[config.mk]
export PLATFORM = sky130hd
export DESIGN_NAME = filter_life_accumulator_core
export DESIGN_NICKNAME = d
export VERILOG_FILES = /design/src/rtl/core/flacc_pkg.sv /design/src/rtl/core/flacc_ctrl.sv /design/src/rtl/core/flacc_dp.sv /design/src/rtl/core/filter_life_accumulator_core.sv
export SDC_FILE = /design/constraint.sdc
export NUM_CORES = 1
export LEC_CHECK = 0
export ABC_CLOCK_PERIOD_IN_PS = 9300
export BUFFER_PORTS_ARGS = -buffer_cell sky130_fd_sc_hd__buf_2
export CAP_MARGIN = 20
export CORE_UTILIZATION = 25
export DETAILED_ROUTE_END_ITERATION = 8
export GPL_TIMING_DRIVEN = 0
export HOLD_SLACK_MARGIN = 0.03
export PLACE_DENSITY = 0.46
export SLEW_MARGIN = 30
export SYNTH_ARGS = -nofsm -noshare
export SYNTH_HDL_FRONTEND = slang
export SYNTH_SLANG_ARGS = --single-unit
[constraint.sdc]
create_clock -name aclk -period 9.3 [get_ports aclk]
set_input_delay 0.465 -clock aclk [delete_from_list [all_inputs] [get_ports aclk]]
set_output_delay 0.465 -clock aclk [all_outputs]
set_load 0.01 [all_outputs]
[src/rtl/core/flacc_pkg.sv]
package flacc_pkg;

    localparam int unsigned LifeW  = 16;
    localparam int unsigned TickW  = 16;
    localparam int unsigned FanW   = 4;
    localparam int unsigned PmW    = 10;
    localparam int unsigned PctW   = 7;
    localparam int unsigned WtW    = 5;
    localparam int unsigned ProdW  = LifeW + PctW;
    localparam int unsigned StepCntW = 3;

    localparam int unsigned CfgIdxW  = 2;
    localparam int unsigned CfgDataW = 16;

    localparam int unsigned InDataW  = 16;
    localparam int unsigned OutDataW = 32;

    localparam logic [CfgIdxW-1:0] CFG_TOTAL_LIFE     = 2'd0;
    localparam logic [CfgIdxW-1:0] CFG_TICKS_PER_HOUR = 2'd1;
    localparam logic [CfgIdxW-1:0] CFG_FAST_MODE      = 2'd2;

    localparam logic [LifeW-1:0] TOTAL_LIFE_RST     = 16'd30000;
    localparam logic [TickW-1:0] TICKS_PER_HOUR_RST = 16'd3600;

    localparam logic [PctW-1:0] FULL_PERCENT = 7'd100;
    localparam logic [PctW-1:0] REPLACE_AT   = 7'd2;
    localparam logic [LifeW-1:0] SAT_USED    = 16'hFFFF;

    localparam logic [PmW-1:0] PM_BAND = 10'd50;
    localparam int unsigned    NumBands = 8;

    localparam logic [StepCntW-1:0] DIV_LAST_STEP = 3'(PctW - 1);

    typedef logic [WtW-1:0] weight_t;
    localparam weight_t WEIGHT_TABLE [0:NumBands] = '{
        5'd5, 5'd7, 5'd9, 5'd9, 5'd10, 5'd15, 5'd20, 5'd25, 5'd30
    };

    typedef struct packed {
        logic start;
        logic step;
        logic load;
    } ctrl_cmd_t;

    function automatic weight_t pick_weight(input logic [PmW-1:0] pm);
        logic [3:0] idx;
        idx = '0;
        for (int k = 1; k <= NumBands; k++) begin
            if (pm > PmW'(k * PM_BAND)) begin
                idx = idx + 4'd1;
            end
        end
        return WEIGHT_TABLE[idx];
    endfunction

endpackage

[src/rtl/core/flacc_ctrl.sv]
module flacc_ctrl (
    input  logic                 aclk,
    input  logic                 aresetn,
    input  logic                 s_tvalid,
    output logic                 s_tready,
    output logic                 m_tvalid,
    input  logic                 m_tready,
    output flacc_pkg::ctrl_cmd_t cmd
);
    import flacc_pkg::*;

    typedef enum logic [1:0] {
        ST_IDLE,
        ST_DIV,
        ST_HOLD
    } state_t;

    state_t               state_reg, state_next;
    logic [StepCntW-1:0]  cnt_reg, cnt_next;
    logic                 m_tvalid_reg, m_tvalid_next;
    logic                 out_free;

    assign out_free  = !m_tvalid_reg || m_tready;
    assign s_tready  = (state_reg == ST_IDLE);
    assign m_tvalid  = m_tvalid_reg;

    assign cmd.start = (state_reg == ST_IDLE) && s_tvalid;
    assign cmd.step  = (state_reg == ST_DIV);
    assign cmd.load  = (state_reg == ST_HOLD) && out_free;

    always_comb begin
        state_next    = state_reg;
        cnt_next      = cnt_reg;
        m_tvalid_next = m_tvalid_reg && !m_tready;
        unique case (state_reg)
            ST_IDLE: begin
                if (s_tvalid) begin
                    state_next = ST_DIV;
                    cnt_next   = DIV_LAST_STEP;
                end
            end
            ST_DIV: begin
                if (cnt_reg == '0) begin
                    state_next = ST_HOLD;
                end else begin
                    cnt_next = cnt_reg - 1'b1;
                end
            end
            ST_HOLD: begin
                if (out_free) begin
                    state_next    = ST_IDLE;
                    m_tvalid_next = 1'b1;
                end
            end
            default: state_next = ST_IDLE;
        endcase
    end

    always_ff @(posedge aclk) begin
        if (!aresetn) begin
            state_reg    <= ST_IDLE;
            cnt_reg      <= '0;
            m_tvalid_reg <= 1'b0;
        end else begin
            state_reg    <= state_next;
            cnt_reg      <= cnt_next;
            m_tvalid_reg <= m_tvalid_next;
        end
    end

endmodule

[src/rtl/core/flacc_dp.sv]
module flacc_dp (
    input  logic                           aclk,
    input  logic                           aresetn,
    input  logic                           cfg_wr_en,
    input  logic [flacc_pkg::CfgIdxW-1:0]  cfg_index,
    input  logic [flacc_pkg::CfgDataW-1:0] cfg_data,
    input  logic [flacc_pkg::InDataW-1:0]  s_tdata,
    input  flacc_pkg::ctrl_cmd_t           cmd,
    output logic [flacc_pkg::OutDataW-1:0] m_tdata
);
    import flacc_pkg::*;

    logic [LifeW-1:0] total_life_reg;
    logic [TickW-1:0] ticks_per_hour_reg;
    logic             fast_mode_reg;

    logic [TickW-1:0] hour_ticks_reg, hour_ticks_next;
    logic [LifeW-1:0] used_reg, used_next;
    logic             replace_reg, replace_next;

    logic [ProdW-1:0] rem_reg, rem_next;
    logic [ProdW-1:0] dvs_reg, dvs_next;
    logic [PctW-1:0]  quo_reg, quo_next;
    logic             full_reg, full_next;

    logic [LifeW-1:0] out_used_reg, out_used_next;
    logic [PctW-1:0]  out_pct_reg, out_pct_next;
    logic [PctW-1:0]  out_rem_reg, out_rem_next;

    logic             in_power;
    logic [FanW-1:0]  in_fan;
    logic [PmW-1:0]   in_pm;
    logic [TickW-1:0] ticks_inc;
    logic             hour_done;
    logic [LifeW:0]   used_sum;
    logic [LifeW-1:0] used_upd;
    logic [PctW-1:0]  pct;
    logic [PctW-1:0]  rem_pct;

    assign in_power = s_tdata[0];
    assign in_fan   = s_tdata[FanW:1];
    assign in_pm    = s_tdata[FanW+PmW:FanW+1];

    assign ticks_inc = hour_ticks_reg + 1'b1;
    assign used_sum  = {1'b0, used_reg} + (LifeW+1)'(pick_weight(in_pm));
    assign used_upd  = used_sum[LifeW] ? SAT_USED : used_sum[LifeW-1:0];

    assign pct     = full_reg ? FULL_PERCENT : quo_reg;
    assign rem_pct = FULL_PERCENT - pct;

    always_comb begin
        hour_ticks_next = hour_ticks_reg;
        used_next       = used_reg;
        replace_next    = replace_reg;
        rem_next        = rem_reg;
        dvs_next        = dvs_reg;
        quo_next        = quo_reg;
        full_next       = full_reg;
        out_used_next   = out_used_reg;
        out_pct_next    = out_pct_reg;
        out_rem_next    = out_rem_reg;
        hour_done       = 1'b0;

        if (cmd.start) begin
            if (in_power && in_fan != '0) begin
                if (used_reg < total_life_reg) begin
                    if (fast_mode_reg) begin
                        hour_done = 1'b1;
                    end else begin
                        hour_ticks_next = ticks_inc;
                        hour_done       = ticks_inc >= ticks_per_hour_reg;
                    end
                    if (hour_done) begin
                        hour_ticks_next = '0;
                        used_next       = used_upd;
                    end
                end
            end else begin
                hour_ticks_next = '0;
            end
            rem_next  = ProdW'(used_next) * ProdW'(FULL_PERCENT);
            dvs_next  = ProdW'({total_life_reg, {(PctW-1){1'b0}}});
            quo_next  = '0;
            full_next = used_next >= total_life_reg;
        end

        if (cmd.step) begin
            if (rem_reg >= dvs_reg) begin
                rem_next = rem_reg - dvs_reg;
                quo_next = {quo_reg[PctW-2:0], 1'b1};
            end else begin
                quo_next = {quo_reg[PctW-2:0], 1'b0};
            end
            dvs_next = dvs_reg >> 1;
        end

        if (cmd.load) begin
            out_used_next = used_reg;
            out_pct_next  = pct;
            out_rem_next  = rem_pct;
            if (rem_pct <= REPLACE_AT) begin
                replace_next = 1'b1;
            end
        end
    end

    always_ff @(posedge aclk) begin
        if (!aresetn) begin
            total_life_reg     <= TOTAL_LIFE_RST;
            ticks_per_hour_reg <= TICKS_PER_HOUR_RST;
            fast_mode_reg      <= 1'b0;
            hour_ticks_reg     <= '0;
            used_reg           <= '0;
            replace_reg        <= 1'b0;
        end else begin
            if (cfg_wr_en) begin
                unique case (cfg_index)
                    CFG_TOTAL_LIFE:     total_life_reg     <= cfg_data[LifeW-1:0];
                    CFG_TICKS_PER_HOUR: ticks_per_hour_reg <= cfg_data[TickW-1:0];
                    CFG_FAST_MODE:      fast_mode_reg      <= cfg_data[0];
                    default: ;
                endcase
            end
            hour_ticks_reg <= hour_ticks_next;
            used_reg       <= used_next;
            replace_reg    <= replace_next;
        end
    end

    always_ff @(posedge aclk) begin
        rem_reg      <= rem_next;
        dvs_reg      <= dvs_next;
        quo_reg      <= quo_next;
        full_reg     <= full_next;
        out_used_reg <= out_used_next;
        out_pct_reg  <= out_pct_next;
        out_rem_reg  <= out_rem_next;
    end

    assign m_tdata = {1'b0, replace_reg, out_rem_reg, out_pct_reg, out_used_reg};

endmodule

[src/rtl/core/filter_life_accumulator_core.sv]
// Filter life accumulator core.
// Input stream (s_*): one word per one-second tick carrying power_on, fan_speed
// and pm25_level. Output stream (m_*): one word per input word with used time,
// used and remaining percent of the filter life, and the sticky replace flag.
// Configuration: write total_life (0), ticks_per_hour (1) or fast_mode (2) via
// cfg_wr_en/cfg_index/cfg_data while no word is in flight; other indexes drop.
// Flow: the accepting edge updates the hour counter and used time, then the
// restoring divider runs seven steps for the percent (one quotient bit per
// edge), and a final edge loads the output register and raises m_tvalid.
// A word passes accept, the seven divider steps and load before the next
// word is taken.
// s_tready is high while the core is idle; a new word is taken even while the
// previous result still waits in the output register.
// Receiver stall: the finished result holds in the divider until the output
// register frees up; s_tready stays low meanwhile.
// Reset: synchronous, active low; clears the counters and the replace flag and
// restores total_life 30000, ticks_per_hour 3600, fast_mode off.
module filter_life_accumulator_core (
    input  logic                           aclk,
    input  logic                           aresetn,
    input  logic                           cfg_wr_en,
    input  logic [flacc_pkg::CfgIdxW-1:0]  cfg_index,
    input  logic [flacc_pkg::CfgDataW-1:0] cfg_data,
    input  logic                           s_tvalid,
    output logic                           s_tready,
    // [0] power_on, [4:1] fan_speed, [14:5] pm25_level
    input  logic [flacc_pkg::InDataW-1:0]  s_tdata,
    output logic                           m_tvalid,
    input  logic                           m_tready,
    // [15:0] used_time, [22:16] used_percent, [29:23] remaining_percent,
    // [30] replace_needed
    output logic [flacc_pkg::OutDataW-1:0] m_tdata
);
    import flacc_pkg::*;

    ctrl_cmd_t cmd;

    flacc_ctrl u_ctrl (
        .aclk     (aclk),
        .aresetn  (aresetn),
        .s_tvalid (s_tvalid),
        .s_tready (s_tready),
        .m_tvalid (m_tvalid),
        .m_tready (m_tready),
        .cmd      (cmd)
    );

    flacc_dp u_dp (
        .aclk      (aclk),
        .aresetn   (aresetn),
        .cfg_wr_en (cfg_wr_en),
        .cfg_index (cfg_index),
        .cfg_data  (cfg_data),
        .s_tdata   (s_tdata),
        .cmd       (cmd),
        .m_tdata   (m_tdata)
    );

endmodule

; ---- Yosys cells after proc, flatten, opt, wreduce, memory -nomap -nowiden
; Memory sizes are Yosys's and may differ from the RTL's.
; Index checks and enable logic that the tools add are counted.
[classes]
add_sub_neg = 12
multipliers = 1
order_cmp = 14
eq_ne = 10
muxes = 41
n_bitwise = 1
reduce_logical = 20
[ops]
columns = cell, count
row1 = two-way mux 16 bit, 9
row2 = two-way mux 23 bit, 3
row3 = greater-or-equal comparator 16 bit, 2
row4 = > comparator 10 x 8 -> 1 bit (second input constant), 3
row5 = > comparator 10 x 9 -> 1 bit (second input constant), 3
row6 = two-way mux 4 bit, 7
row7 = adder 4 x 1 -> 4 bit (second input constant), 6
row8 = greater-or-equal comparator 23 x 22 -> 1 bit, 1
row9 = subtractor 23 x 22 -> 23 bit, 1
row10 = two-way mux 22 bit, 1
row11 = multiplier 16 x 5 -> 21 bit (second input constant), 1
row12 = two-way mux 21 bit, 1
row13 = two-way mux 7 bit, 3
row14 = adder 16 x 5 -> 17 bit, 1
row15 = adder 16 x 1 -> 16 bit (second input constant), 1
row16 = less-than comparator 16 bit, 1
row17 = > comparator 10 x 6 -> 1 bit (second input constant), 1
row18 = > comparator 10 x 7 -> 1 bit (second input constant), 1
row19 = two-way mux 5 bit, 2
row20 = AND reduction 3 bit, 3
row21 = two-way mux 1 bit, 8
row22 = AND reduction 2 bit, 4
row23 = <= comparator 7 x 2 -> 1 bit (second input constant), 1
row24 = subtractor 7 bit (first input constant), 1
row25 = 20 further kinds, 34
[totals]
regBits = 155
mem_bits_ro = 80
in_bits = 39
out_inout_bits = 34
elab_cells = 117
mem_count = 1
[mem_list]
columns = memory, depth, word_bits, rd, rd_ports_with_merged_regs, wr, line_no
row1 = (no name shown), 16, 5, 1, 0, 0, flacc_pkg.sv:53  ; return WEIGHT_TABLE[idx];

; ---- Longest topological paths before layout
[depth]
ltp_word = 30
ltp_mapped = 51
mapped_depth_nobuf = 50

; ---- Hierarchy
; From an unflattened synthesis, not the netlist that was laid out.
[unflattened]
hier_cells = 1258
hier_area_um2 = 11195.7
[modules_own_cells]
columns = module, n_inst, cells_per_inst, area_each_um2, seq_area_each_um2
row1 = flacc_dp, 1, 1224, 10890.4, 3553.4
row2 = flacc_ctrl, 1, 34, 305.3, 120.1

; ---- Least setup slack after synthesis
; No wires, ideal clock.
[synth_path]
kind = input to register
from = input port s_tdata[6] in the netlist's numbering
to = register u_dp.rem_reg[22]
setup_time_ns = 0.115
arrival_ns = 9.440
required_ns = 9.185
path_slack_ns = -0.255
path_stages = 46
path_buffers = 1
path_cell_list = a211oi_1 > nor2_1 > or4_1 > ha_1 > nor4_1 > nor3b_1 > ha_1 > mux2i_1 > inv_1 > ha_1 > nand2_1 > o21ai_0 > ha_1 > a22oi_1 > o21ai_1 > ha_1 > mux2_2 > ha_1 > [... 10 more ...] > o21ai_0 > or2_2 > clkbuf_1 > and3_1 > a21oi_1 > ha_1 > ha_1 > fa_1 > ha_1 > a21oi_1 > o21ai_0 > a21oi_1 > o21bai_1 > a41oi_1 > o21a_1 > nor4b_1 > a211oi_1 > and3_1
[synth_via]
elab_chain_cells = 30
word_cells_on_any_way = 37
classes_between = add/sub (8) / mul (1) / order compare (8) / mux (18) / bitwise (1) / memory (1)
[synth_rtl]
columns = item, line_no
row1 = "start, declared", filter_life_accumulator_core.sv:27  ; input logic [flacc_pkg::InDataW-1:0] s_tdata,
row2 = > comparator 10 x 6 -> 1 bit, flacc_pkg.sv:49  ; if (pm > PmW'(k * PM_BAND)) begin
row3 = two-way mux 1 bit, flacc_pkg.sv:49
row4 = adder 1 x 1 -> 2 bit, flacc_pkg.sv:50  ; idx = idx + 4'd1;
row5 = two-way mux 4 bit, flacc_pkg.sv:49
row6 = adder 4 x 1 -> 4 bit, flacc_pkg.sv:50
row7 = two-way mux 4 bit, flacc_pkg.sv:49
row8 = adder 4 x 1 -> 4 bit, flacc_pkg.sv:50
row9 = two-way mux 4 bit, flacc_pkg.sv:49
row10 = [... 15 more ...], n/a
row11 = two-way mux 16 bit *, flacc_dp.sv:66  ; if (used_reg < total_life_reg) begin
row12 = two-way mux 16 bit *, flacc_dp.sv:65  ; if (in_power && in_fan != '0) begin
row13 = two-way mux 16 bit *, flacc_dp.sv:64  ; if (cmd.start) begin
row14 = multiplier 16 x 5 -> 21 bit *, flacc_dp.sv:81  ; rem_next = ProdW'(used_next) * ProdW'(FULL_PERCENT);
row15 = two-way mux 23 bit *, flacc_dp.sv:64
row16 = two-way mux 23 bit, flacc_dp.sv:88  ; if (rem_reg >= dvs_reg) begin
row17 = two-way mux 23 bit *, flacc_dp.sv:87  ; if (cmd.step) begin
row18 = named net u_dp.rem_next[22], flacc_dp.sv:21  ; logic [ProdW-1:0] rem_reg, rem_next;
row19 = "end signal, assigned", flacc_dp.sv:131  ; rem_reg <= rem_next;
row20 = "end, declared", flacc_dp.sv:21
; Mark *: on every way through the listed nets, which the timed path passes. The rest lies on a longest branch. The select of a mux whose other input is x is not followed.
; A chain may end at the register's enable or synchronous reset.

; ---- Final worst setup path
[layout_path]
from = input port s_tdata[13] in the netlist's numbering
to = register u_dp.rem_reg[22]
; The elaborated chain is that of the path after synthesis.

==> flow_summary.toml <==
[placed_design]
post-place-ws_ns = -1.50
place_inst = 1951
routabilityCongestion = 0.837
numPortBuffers = 68
dp.final_hpwl_mm = 24.2

[clock_tree]
clk_pin_slew_ns = 0.06
cts_buffers = 17
ctsHoldBuffers = 0
cts_sinks = 154
root_buffer = "clkbuf_16"
cts_tree = "built"
clk_path_buf_depth = 2
h-tree-depth = 4
insertion_delay_ns = 0.44

[yosys]
yosysWarnings = 0
async_reset_ff_share_pct = 0
synth_edf_count = 59
synth_nets = 1483
syn-cell-area_mm2 = 0.0112
syn_inst = 1290
ys_seq_elements = 154
ys_seq_area_share_pct = 32.9
ys_types = 81
syn_area_per_cell_um2 = 8.66
dominantRegCellSynth = "dfxtp_1"

[route]
wl_per_cell_um = 15.8
vias = 9432
drt-initial-drc-count = 317
routed_via_density = 4.64
drtPass1Iterations = 7
postRouteAntennaNets = 0
drc = 2
wl_mm = 32.1

[cells_and_area]
largest_reg_flops = 23
diodes = 0
areaGrowthSynthToFinish_pct = 24.8
final_cells = 2033
drive_gt1_share_pct = 19.8
nNetsFinal = 1621

[critical_path]
cp_common_cell = "ha_1"
path_depth = 45
endpoint_kind = "flip-flop"
cp.arrival_ns = 9.37
startpoint = "s_tdata[13]"
ff2ff_path_depth = 27
worst_path_max_delay_cell = "fa_1"
max_stage_delay_ns = 0.57
crit_required_ns = 9.63
timing.rr.start = "u_dp.hour_ticks_reg[0]"
crit_fanout = 5
start_kind = "input port"
path_delay_family = "adder cells"
worstSetupPathType = "in2reg"
path_buf_inv = 5

[floorplanning]
die_h_um = 213
pin_count = 73
die_w_um = 213
initial_utilization_pct = 25.3
row_count = 77
die_area_mm2 = 0.0455
core-area_mm2 = 0.0441

[timing]
slew_headroom_pct = 40.2
hold_viol = 0
fin_ws_ns = 0.256
fmaxAchievable_mhz = 111
finalCritPeriodShare_pct = 97.2
min_period_ns = 9.04
rsz0062_at_grt = "true"
slew_violations = 0
worst_slew_pin_slew_ns = 0.898
setup_violations = 0
skew_ns = 0.0115

[outcome]
violations = "design-rule violations"
status = "complete, but fails checks"

[worst_hold_path]
min-delay-start = "cfg_data[8]"
hold_path.class = "in2reg"
min_path_cells = 3

[pwr]
p_leak_nw = 5.93
peakVddDrop_v = 0.000122
power_density_mw_per_mm2 = 158

[global_route]
grt_max_degree = 30
grt_overflow_total = 0
grt.total_usage_pct = 14.2
grt_pass1_wl_mm = 49.8
antenna_found_initial = 1
first_global_vias = 9157

[job]
drv_cap = 0
## cells by family (layout without fill, tap and decap cells)
kind of cell | after synthesis | after routing | synth area share, %
AOI/OAI and AO/OA | 333 | 333 | 18.6
DFF | 154 | 154 | 32.9
adders and majority gates | 154 | 154 | 18.1
xor gates and xnor gates | 63 | 63 | 5.44
and+or+nand+nor | 421 | 421 | 18.2
other | 1 | 1 | 0.0336
buffers and inverters | 147 | 298 | 5.10
muxes | 17 | 17 | 1.64
## worst reg2reg max path: stages, from the launching register on
cell      delay (ns)
dfxtp_1         0.44
ha_1            0.25
nand3_1         0.19
nor2_1          0.37
and3_1          0.27
nand3_1         0.10
xnor2_1         0.18
ha_1            0.32
o21a_1          0.11
a21oi_1         0.06
o21ai_1         0.45
o21a_1          0.49
mux2i_4         0.41
inv_2           0.08
ha_1            0.28
ha_1            0.33
ha_4            0.24
ha_1            0.30
a21o_1          0.16
a21o_1          0.21
a211oi_4        0.25
buf_4           0.16
o21ai_2         0.08
o221ai_2        0.23
o21ai_2         0.08
xnor2_1         0.15
o211a_1         0.22
a31oi_1         0.13
## power by group
| part | internal, mW | leakage [nW] | switching [mW] |
|---|---|---|---|
| Sequential | 0.769 | 1.33 | 0.0316 |
| Clock | 0.381 | 0.265 | 0.302 |
| Combinational | 0.313 | 4.33 | 0.414 |
| Total | 1.46 | 5.93 | 0.747 |
## per-layer routing
metal / part of all wire, % / global-route usage [%] / vias up
met1: 46 / 18.1 / 4413
met5: 0 / 0 / -
li1: - / - / 4854
met4: 1.7 / 4.01 / 0
met2: 49 / 24.8 / 129
met3: 3.0 / 1.93 / 36
## cells in the final DEF (no fill, tap or decap), drive strengths merged, types with 19 or more instances in the layout
master	n
a21o	26
a21oi	104
buf	131
clkbuf	54
dfxtp	95
edfxtp	59
ha	141
inv	102
nand2	169
nand2b	19
nand3	24
nor2	80
nor3	21
o211ai	27
o21ai	87
xnor2	37
xor2	25
## cell usage after synthesis, types with 5 or more instances
master | instances | area, µm²
a211oi_1 | 11 | 82.6
xnor2_1 | 35 | 307
nand3_1 | 23 | 115
inv_1 | 101 | 379
dfxtp_1 | 95 | 1900
edfxtp_1 | 59 | 1770
o21ai_0 | 79 | 395
nand2b_1 | 19 | 119
mux2i_1 | 9 | 90.1
or3_1 | 11 | 68.8
or2_2 | 5 | 31.3
nand4_1 | 9 | 56.3
o21ai_1 | 6 | 30.0
o21a_1 | 15 | 113
nand2_1 | 169 | 634
nor2_1 | 78 | 293
and3_1 | 17 | 106
fa_1 | 13 | 260
and2_1 | 13 | 81.3
nor4_1 | 7 | 43.8
o22ai_1 | 5 | 31.3
clkbuf_1 | 35 | 131
a21o_1 | 26 | 195
a31oi_1 | 13 | 81.3
a21oi_1 | 103 | 515
nor3_1 | 20 | 100
a311oi_1 | 5 | 43.8
a211o_1 | 5 | 43.8
xor2_1 | 23 | 201
mux2_2 | 7 | 78.8
ha_1 | 141 | 1760
o21bai_1 | 5 | 37.5
nor3b_1 | 8 | 60.1
nor2b_1 | 16 | 100
o211ai_1 | 26 | 195
## repair_timing
action,4_1_cts,5_1_grt
endpoints found under the setup margin,13,13
pin swaps,23,63
resized for setup,53,92
buffers inserted,22,29
## path summary, 6_finish.rpt
check | slack, ns | to
min | 0.28 | u_dp.ticks_per_hour_reg[8]
max | 0.26 | u_dp.rem_reg[22]
min reg2reg | 0.46 | u_dp.ticks_per_hour_reg[8]
max reg2reg | 2.69 | u_dp.rem_reg[21]
## final cells by class
cell class / count / area [µm²]
plain buffers: 45 / 204
clock buffers: 20 / 458
clock inverters: 12 / 98.8
fillers: 4737 / 30200
inverters: 101 / 382
multi-input cells: 989 / 7600
flip-flops and latches: 154 / 3670
well taps: 592 / 741
repair buffers: 120 / 788
## through the flow
| step | setup TNS (ns) | util, % | hold WS [ns] | cell area (µm²) | total power, mW |
|---|---|---|---|---|---|
| 3_5_place_dp | -15.28 | 27.9 | 0.452 | 12300 | 1.44 |
| 3_3_place_gp | -14.14 | 27.8 | 0.445 | 12300 | 1.43 |
| 6_report | 0 | 31.6 | 0.283 | 13900 | 2.21 |
| 5_1_grt | -0.662 | 31.6 | 0.281 | 13900 | 2.35 |
| 2_1_floorplan | 0 | - | 0.435 | 11200 | 1.28 |
| 4_1_cts | 0 | 30.1 | 0.265 | 13300 | 2.17 |
Power figures use the tool's default switching activity.
